===== src/rtl/core/iad_pkg.sv =====
// ----------------------------------------------------------------------------
// iad_pkg: shared definitions for the integer to ascii digit converter
// command codes, microcode word layout, program rom and digit character table
// ----------------------------------------------------------------------------
package iad_pkg;

    // conversion commands
    localparam logic [2:0] CMD_SDEC32  = 3'd0;
    localparam logic [2:0] CMD_UDEC32  = 3'd1;
    localparam logic [2:0] CMD_HEX32L  = 3'd2;
    localparam logic [2:0] CMD_HEX32U  = 3'd3;
    localparam logic [2:0] CMD_HEX64L  = 3'd4;

    localparam int DIGITS_MAX = 16;

    // magic reciprocal: floor(x / 10) == (x * RECIP10) >> RECIP10_SHIFT for 32-bit x
    localparam logic [31:0] RECIP10       = 32'hCCCC_CCCD;
    localparam int          RECIP10_SHIFT = 35;

    // datapath operations
    localparam logic [2:0] OP_NONE  = 3'd0;
    localparam logic [2:0] OP_LOAD  = 3'd1;
    localparam logic [2:0] OP_MUL   = 3'd2;
    localparam logic [2:0] OP_DIGIT = 3'd3;
    localparam logic [2:0] OP_FETCH = 3'd4;
    localparam logic [2:0] OP_SEND  = 3'd5;

    // branch conditions
    localparam logic [2:0] COND_ALWAYS   = 3'd0;
    localparam logic [2:0] COND_IN_OK    = 3'd1;
    localparam logic [2:0] COND_MORE     = 3'd2;
    localparam logic [2:0] COND_OUT_FIRE = 3'd3;
    localparam logic [2:0] COND_EMIT     = 3'd4;

    // program steps
    localparam logic [2:0] STEP_IDLE  = 3'd0;
    localparam logic [2:0] STEP_MUL   = 3'd1;
    localparam logic [2:0] STEP_DIGIT = 3'd2;
    localparam logic [2:0] STEP_FETCH = 3'd3;
    localparam logic [2:0] STEP_SEND  = 3'd4;
    localparam logic [2:0] STEP_NEXT  = 3'd5;

    typedef struct packed {
        logic       in_ready;
        logic       out_valid;
        logic [2:0] op;
        logic [2:0] cond;
        logic [2:0] tgt_true;
        logic [2:0] tgt_false;
    } ctrl_t;

    // microcode rom
    function automatic ctrl_t ucode(input logic [2:0] step);
        ctrl_t w;
        w = '{in_ready: 1'b0, out_valid: 1'b0, op: OP_NONE, cond: COND_ALWAYS,
              tgt_true: STEP_IDLE, tgt_false: STEP_IDLE};
        case (step)
            STEP_IDLE:
            begin
                w = '{1'b1, 1'b0, OP_LOAD, COND_IN_OK, STEP_MUL, STEP_IDLE};
            end
            STEP_MUL:
            begin
                w = '{1'b0, 1'b0, OP_MUL, COND_ALWAYS, STEP_DIGIT, STEP_DIGIT};
            end
            STEP_DIGIT:
            begin
                w = '{1'b0, 1'b0, OP_DIGIT, COND_MORE, STEP_MUL, STEP_FETCH};
            end
            STEP_FETCH:
            begin
                w = '{1'b0, 1'b0, OP_FETCH, COND_ALWAYS, STEP_SEND, STEP_SEND};
            end
            STEP_SEND:
            begin
                w = '{1'b0, 1'b1, OP_SEND, COND_OUT_FIRE, STEP_NEXT, STEP_SEND};
            end
            STEP_NEXT:
            begin
                w = '{1'b0, 1'b0, OP_NONE, COND_EMIT, STEP_FETCH, STEP_IDLE};
            end
            default:
            begin
                w = '{1'b0, 1'b0, OP_NONE, COND_ALWAYS, STEP_IDLE, STEP_IDLE};
            end
        endcase
        return w;
    endfunction

    localparam logic [6:0] DIGIT_LOWER [16] = '{
        7'h30, 7'h31, 7'h32, 7'h33, 7'h34, 7'h35, 7'h36, 7'h37,
        7'h38, 7'h39, 7'h61, 7'h62, 7'h63, 7'h64, 7'h65, 7'h66
    };
    localparam logic [6:0] DIGIT_UPPER [16] = '{
        7'h30, 7'h31, 7'h32, 7'h33, 7'h34, 7'h35, 7'h36, 7'h37,
        7'h38, 7'h39, 7'h41, 7'h42, 7'h43, 7'h44, 7'h45, 7'h46
    };

    function automatic logic [6:0] digit_to_char(input logic [3:0] d, input logic upper);
        return upper ? DIGIT_UPPER[d] : DIGIT_LOWER[d];
    endfunction

endpackage


===== src/rtl/core/iad_if.sv =====
// ----------------------------------------------------------------------------
// iad channel interfaces
// command beats in, digit beats out, valid/ready handshake
// ----------------------------------------------------------------------------
interface iad_cmd_if;
    logic        valid;
    logic        ready;
    logic [2:0]  command;
    logic [63:0] value;

    modport source (output valid, output command, output value, input ready);
    modport sink   (input valid, input command, input value, output ready);
endinterface

interface iad_dig_if;
    logic       valid;
    logic       ready;
    logic [6:0] digit_char;
    logic [3:0] digit_index;
    logic       last_digit;
    logic       negative;

    modport source (output valid, output digit_char, output digit_index,
                    output last_digit, output negative, input ready);
    modport sink   (input valid, input digit_char, input digit_index,
                    input last_digit, input negative, output ready);
endinterface


===== src/rtl/core/integer_to_ascii_digits.sv =====
// ----------------------------------------------------------------------------
// integer_to_ascii_digits: binary to ascii decimal / hex digit converter
// microcoded sequencer: rom word per step drives a small digit datapath
// ----------------------------------------------------------------------------
// sequence: a command is accepted in the idle step, then each digit is collected
//   by a reciprocal multiply step and a digit extract step, then each digit is fetched and offered
// throughput: one command at a time, set by the program loop (2 steps per digit
//   collected, 3 steps per digit emitted, the send step waiting on the sink);
//   undefined commands are accepted and dropped with no beats
// reset: rst_n asynchronous active low, sequencer returns to the idle step
// ----------------------------------------------------------------------------
module integer_to_ascii_digits (
    input  logic          clk,
    input  logic          rst_n,
    iad_cmd_if.sink       cmd,
    iad_dig_if.source     digits
);

    iad_pkg::ctrl_t ctrl;

    // sequencer
    logic [2:0]  step_reg;
    logic [2:0]  step_next;
    logic        cond_true;

    // datapath state
    logic [63:0] val_reg;
    logic [63:0] prod_reg;
    logic        hex_reg;
    logic        upper_reg;
    logic        neg_reg;
    logic [4:0]  n_reg;
    logic [4:0]  k_reg;
    logic [3:0]  digit_buf [iad_pkg::DIGITS_MAX];

    // output register
    logic [6:0]  char_reg;
    logic [3:0]  idx_reg;
    logic        last_reg;

    // handshakes
    logic        in_fire;
    logic        out_fire;
    logic        cmd_ok;

    // load path
    logic [31:0] low_word;
    logic        load_neg;
    logic [63:0] load_val;

    // digit path
    logic [28:0] quot;
    logic [3:0]  q10_lo;
    logic [3:0]  digit_val;
    logic [63:0] val_next;
    logic [4:0]  n_inc;
    logic        more;
    logic [3:0]  rd_addr;

    assign ctrl     = iad_pkg::ucode(step_reg);
    assign in_fire  = cmd.valid && ctrl.in_ready;
    assign out_fire = ctrl.out_valid && digits.ready;

    assign cmd.ready          = ctrl.in_ready;
    assign digits.valid       = ctrl.out_valid;
    assign digits.digit_char  = char_reg;
    assign digits.digit_index = idx_reg;
    assign digits.last_digit  = last_reg;
    assign digits.negative    = neg_reg;

    // command decode and operand conditioning
    always_comb
    begin
        low_word = cmd.value[31:0];
        cmd_ok   = cmd.command inside {iad_pkg::CMD_SDEC32, iad_pkg::CMD_UDEC32,
                                       iad_pkg::CMD_HEX32L, iad_pkg::CMD_HEX32U,
                                       iad_pkg::CMD_HEX64L};
        load_neg = (cmd.command == iad_pkg::CMD_SDEC32) && low_word[31];
        if (cmd.command == iad_pkg::CMD_HEX64L)
        begin
            load_val = cmd.value;
        end
        else if (load_neg)
        begin
            // most negative value wraps to 2^31, which is the right magnitude
            load_val = {32'd0, 32'(32'd0 - low_word)};
        end
        else
        begin
            load_val = {32'd0, low_word};
        end
    end

    // one digit: hex is a nibble shift, decimal uses the registered product
    always_comb
    begin
        quot    = prod_reg[63:iad_pkg::RECIP10_SHIFT];
        // low nibble of quot*10 is enough, the remainder is below 10
        q10_lo  = 4'({quot[0], 3'b000} + {quot[2:0], 1'b0});
        if (hex_reg)
        begin
            digit_val = val_reg[3:0];
            val_next  = {4'd0, val_reg[63:4]};
        end
        else
        begin
            digit_val = 4'(val_reg[3:0] - q10_lo);
            val_next  = {35'd0, quot};
        end
        n_inc = n_reg + 5'd1;
        more  = (val_next != 64'd0) && (n_inc < 5'(iad_pkg::DIGITS_MAX));
    end

    // digits were stored least significant first, read back from the top
    assign rd_addr = 4'(n_reg - 5'd1 - k_reg);

    // branch condition select
    always_comb
    begin
        case (ctrl.cond)
            iad_pkg::COND_ALWAYS:   cond_true = 1'b1;
            iad_pkg::COND_IN_OK:    cond_true = in_fire && cmd_ok;
            iad_pkg::COND_MORE:     cond_true = more;
            iad_pkg::COND_OUT_FIRE: cond_true = out_fire;
            iad_pkg::COND_EMIT:     cond_true = (k_reg != n_reg);
            default:                cond_true = 1'b0;
        endcase
        step_next = cond_true ? ctrl.tgt_true : ctrl.tgt_false;
    end

    // step counter
    always_ff @(posedge clk or negedge rst_n)
    begin
        if (!rst_n)
        begin
            step_reg <= iad_pkg::STEP_IDLE;
        end
        else
        begin
            step_reg <= step_next;
        end
    end

    // datapath, driven by the current control word
    always_ff @(posedge clk)
    begin
        case (ctrl.op)
            iad_pkg::OP_LOAD:
            begin
                if (in_fire)
                begin
                    val_reg   <= load_val;
                    hex_reg   <= cmd.command inside {iad_pkg::CMD_HEX32L,
                                                     iad_pkg::CMD_HEX32U,
                                                     iad_pkg::CMD_HEX64L};
                    upper_reg <= (cmd.command == iad_pkg::CMD_HEX32U);
                    neg_reg   <= load_neg;
                    n_reg     <= 5'd0;
                    k_reg     <= 5'd0;
                end
            end
            iad_pkg::OP_MUL:
            begin
                prod_reg <= 64'(val_reg[31:0]) * 64'(iad_pkg::RECIP10);
            end
            iad_pkg::OP_DIGIT:
            begin
                digit_buf[n_reg[3:0]] <= digit_val;
                val_reg               <= val_next;
                n_reg                 <= n_inc;
            end
            iad_pkg::OP_FETCH:
            begin
                char_reg <= iad_pkg::digit_to_char(digit_buf[rd_addr], upper_reg);
                idx_reg  <= k_reg[3:0];
                last_reg <= ((k_reg + 5'd1) == n_reg);
            end
            iad_pkg::OP_SEND:
            begin
                if (out_fire)
                begin
                    k_reg <= k_reg + 5'd1;
                end
            end
            default:
            begin
            end
        endcase
    end

endmodule


===== src/flat_wrapper.sv =====
// flat-port wrapper written by rule: the top's interface ports become plain ports
module integer_to_ascii_digits_flat 
  (clk, rst_n, cmd_valid, cmd_command, cmd_value, cmd_ready, digits_valid, digits_digit_char, digits_digit_index, digits_last_digit, digits_negative, digits_ready);
  iad_cmd_if cmd_i ();
  iad_dig_if digits_i ();
  input  logic clk;
  input  logic rst_n;
  input wire logic [$bits(cmd_i.valid)-1:0] cmd_valid;
  input wire logic [$bits(cmd_i.command)-1:0] cmd_command;
  input wire logic [$bits(cmd_i.value)-1:0] cmd_value;
  output wire logic [$bits(cmd_i.ready)-1:0] cmd_ready;
  output wire logic [$bits(digits_i.valid)-1:0] digits_valid;
  output wire logic [$bits(digits_i.digit_char)-1:0] digits_digit_char;
  output wire logic [$bits(digits_i.digit_index)-1:0] digits_digit_index;
  output wire logic [$bits(digits_i.last_digit)-1:0] digits_last_digit;
  output wire logic [$bits(digits_i.negative)-1:0] digits_negative;
  input wire logic [$bits(digits_i.ready)-1:0] digits_ready;
  assign cmd_i.valid = cmd_valid;
  assign cmd_i.command = cmd_command;
  assign cmd_i.value = cmd_value;
  assign cmd_ready = cmd_i.ready;
  assign digits_valid = digits_i.valid;
  assign digits_digit_char = digits_i.digit_char;
  assign digits_digit_index = digits_i.digit_index;
  assign digits_last_digit = digits_i.last_digit;
  assign digits_negative = digits_i.negative;
  assign digits_i.ready = digits_ready;
  integer_to_ascii_digits u_core (.clk(clk), .rst_n(rst_n), .cmd(cmd_i), .digits(digits_i));
endmodule

===== config.mk =====
export PLATFORM = sky130hd
export DESIGN_NAME = integer_to_ascii_digits_flat
export DESIGN_NICKNAME = d
export VERILOG_FILES = /design/src/rtl/core/iad_pkg.sv /design/src/rtl/core/iad_if.sv /design/src/rtl/core/integer_to_ascii_digits.sv /design/src/flat_wrapper.sv
export SDC_FILE = /design/constraint.sdc
export NUM_CORES = 1
export LEC_CHECK = 0
export ABC_AREA = 1
export BUFFER_PORTS_ARGS = -buffer_cell sky130_fd_sc_hd__buf_2
export CORE_MARGIN = 4
export CORE_UTILIZATION = 30
export DETAILED_ROUTE_END_ITERATION = 10
export PLACE_DENSITY = 0.49
export SLEW_MARGIN = 20
export SYNTH_ARGS = -nofsm -noshare
export SYNTH_HDL_FRONTEND = slang
export SYNTH_SLANG_ARGS = --single-unit

===== constraint.sdc =====
create_clock -name clk -period 9.6 [get_ports clk]
set_input_delay 1.92 -clock clk [delete_from_list [all_inputs] [get_ports clk]]
set_output_delay 1.92 -clock clk [all_outputs]
set_load 0.1 [all_outputs]

==> run metrics <==
status finished clean; # DRC 0; number of CTS-inserted buffers 17; drt via density 4.63; critical path type reg -> reg; WP data required 9790 ps; Startpoint Class flip-flop; unrepaired setup endpoints after global routing no; Final Non-Filler Cells 4610; Setup crit end kind flip-flop; # H-tree levels 4; YS warnings 0; die width 313 um; clock insertion delay at the later pin of the skew report 460 ps; site row count 111; worst path bufs/invs 7; setup bufs post-CTS 0; WL per Instance 19.9 um; Post-Syn Instances 3275; Tmin final 7240 ps; TritonCTS clock tree done; Fin. Hold Viols 0; Pre-antenna DRT Iters 5; Simple-Gate Fraction of Synth Area 16.4%; slew margin rel. 43.0%; DR iter-0 viols 1363; mapped cell area 0.0279 mm2; post-synthesis mux area share 0%; largest net degree at the start of global routing 94; Synth Area in XOR/XNOR 2.69%; period utilization 75.4%; boundary pin count 86; setup violators final 0; Hold Buf Count CTS 0; worst-case clock buffer depth 2; Post-synth EDFFs 182; Crit path max-delay family adder cells; HPWL after DPL 80200 um; Achievable Freq 138 MHz; commonest non-fill, non-tap cell in the layout inv_1; Routed WL 91700 um; Crit path arrival time 7440 ps; placed insts 4578; Final ANT Viol Nets 0; Synth Register Bits 185; Hold WC Path Type reg -> reg; gr ovfl total 0; total number of vias 21300; syn_nets 4094; starting density of the core 30.4%; ys flop type edfxtp_1; GRT Total Usage 18.9%; ANT cells 0; Clock Skews 13.6 ps; slowest CP cell ha_1; Least-Margin Pin Slew 846 ps; Pins Over Slew Limit 0; Port Buffers 85; maximum net fanout on the critical path 6; global-route wire length before repair 139000 um; Clk pin slew, worst setup/hold paths 90 ps; share of cells above drive strength 1 4.69%; register area share after synthesis 19.8%; Largest stage delay, worst path 690 ps; critical-path cell list ha_1, inv_1, fa_1, inv_1, fa_1, inv_1, fa_1, inv_1, fa_1, fa_1, fa_1, inv_1, fa_1, inv_1, ha_1, nand2_1, nor2_1, inv_1, nor2_1, nand2_1, nor3_1, o21ai_0, nand4_1, nand2_1; Fin Setup TNS 0 ps; Die H 313 um; largest family of logic cells by synthesized area adder cells; Netlist cell types 41; most frequent cells in the layout 809 x inv_1, 674 x nand2_1, 387 x fa_1; max cap viols 0; CTS resizes 0; post-synthesis async set-or-reset flop share 1.62%; Routability Congestion 0.970; Area Growth Syn to Fin 9.15%; Synth Area in Compound Gates 5.44%; number of global-route vias before repair 22100; Layout Nets 4173; antenna violations before repair 2; Post-Synth Adder-Cell Area 43.9%; Sink Count 185; Root Buffer clkbuf_16; Die Area 0.0980 mm2; Mean Syn Cell Area 8.53 um2; core area 0.0919 mm2
-- through the flow --
| step | worst slack (ps) | util, % | hold WS [ps] | cell area (um2) |
|---|---|---|---|---|
| 3_5_place_dp | 2430 | 32.5 | 486 | 29800 |
| 4_1_cts | 2400 | 33.1 | 507 | 30500 |
| 3_3_place_gp | 2420 | 32.5 | 483 | 29800 |
| 6_report | 2360 | 33.1 | 513 | 30500 |
| 5_1_grt | 2020 | 33.1 | 531 | 30500 |
| 2_1_floorplan | 3580 | - | 454 | 27900 |
-- logic make-up (layout without fill, tap and decap cells) --
| family | after synthesis | after routing |
|---|---|---|
| and+or+nand+nor | 1121 | 1121 |
| buffers and inverters | 858 | 950 |
| adders and majority gates | 748 | 748 |
| AOI/OAI and AO/OA | 281 | 281 |
| DFF | 185 | 185 |
| xor gates and xnor gates | 82 | 82 |
-- final cells by class --
class | count | area [um2]
clock buffers | 17 | 425
multi-input cells | 2232 | 19100
repair buffers | 103 | 561
flip-flops and latches | 185 | 5540
well taps | 1243 | 1560
clock inverters | 15 | 211
inverters | 815 | 3060
fillers | 9890 | 61500
-- cell usage after synthesis (2+ instances only) --
| library cell | count | share of area, % |
|---|---|---|
| buf_6 | 2 | 0.081 |
| buf_4 | 3 | 0.081 |
| or2_2 | 7 | 0.16 |
| inv_1 | 810 | 11 |
| o22ai_1 | 4 | 0.090 |
| o221ai_1 | 6 | 0.19 |
| o21a_1 | 2 | 0.054 |
| fa_1 | 387 | 28 |
| o211ai_1 | 3 | 0.081 |
| xnor2_1 | 18 | 0.56 |
| edfxtp_1 | 182 | 20 |
| or2_1 | 12 | 0.27 |
| nand2_1 | 675 | 9.1 |
| nand3_1 | 152 | 2.7 |
| nand2_2 | 2 | 0.045 |
| clkbuf_1 | 15 | 0.20 |
| xnor2_2 | 2 | 0.12 |
| nor4_1 | 5 | 0.11 |
| a21o_1 | 6 | 0.16 |
| o21ai_0 | 142 | 2.5 |
| nand3b_1 | 5 | 0.13 |
| o21ai_1 | 10 | 0.18 |
| nand4_1 | 20 | 0.45 |
| a21oi_1 | 85 | 1.5 |
| inv_2 | 5 | 0.067 |
| nor2_1 | 216 | 2.9 |
| o31ai_1 | 3 | 0.081 |
| buf_1 | 4 | 0.054 |
| ha_1 | 361 | 16 |
| buf_2 | 19 | 0.34 |
| xor2_1 | 61 | 1.9 |
| o21bai_1 | 16 | 0.43 |
| nor3_1 | 23 | 0.41 |
| a31oi_1 | 2 | 0.045 |
| dfrtp_1 | 3 | 0.27 |
| or2_0 | 2 | 0.045 |
-- metal layers --
metal,part of all wire (%),track usage [%],up-vias
met1,45,26.0,10400
met4,2.7,4.56,4
met3,4.8,2.51,97
li1,-,-,10300
met5,0.023,0,-
met2,47,31.6,524
-- worst register-to-register path, delay by kind of cell, from the launching register on --
family	cells	cell delay [ps]
flip-flops	1	640
AO/OA/AOI/OAI	1	200
buffers and inverters	7	540
AND/OR/NAND/NOR	7	1010
adder cells (fa/ha/maj)	9	4570
-- final timing paths --
| path | start | end | slack [ps] | cells after the start |
|---|---|---|---|---|
| worst max-delay path | u_core.val_reg[21] | u_core.prod_reg[48] | 2360 | 24 |
| worst min-delay path | u_core.k_reg[1] | u_core.digits.digit_index[1] | 510 | 0 |
| worst max register to register | u_core.val_reg[21] | u_core.prod_reg[48] | 2360 | 24 |
| worst min register to register | u_core.k_reg[1] | u_core.digits.digit_index[1] | 510 | 0 |
| max in group asynchronous | rst_n | u_core.step_reg[1] | 8260 | 1 |
| min in group asynchronous | rst_n | u_core.step_reg[0] | 1240 | 1 |
Power is not shown: default switching activity piles up to over one toggle a cycle in this logic, so the estimate is an artifact.
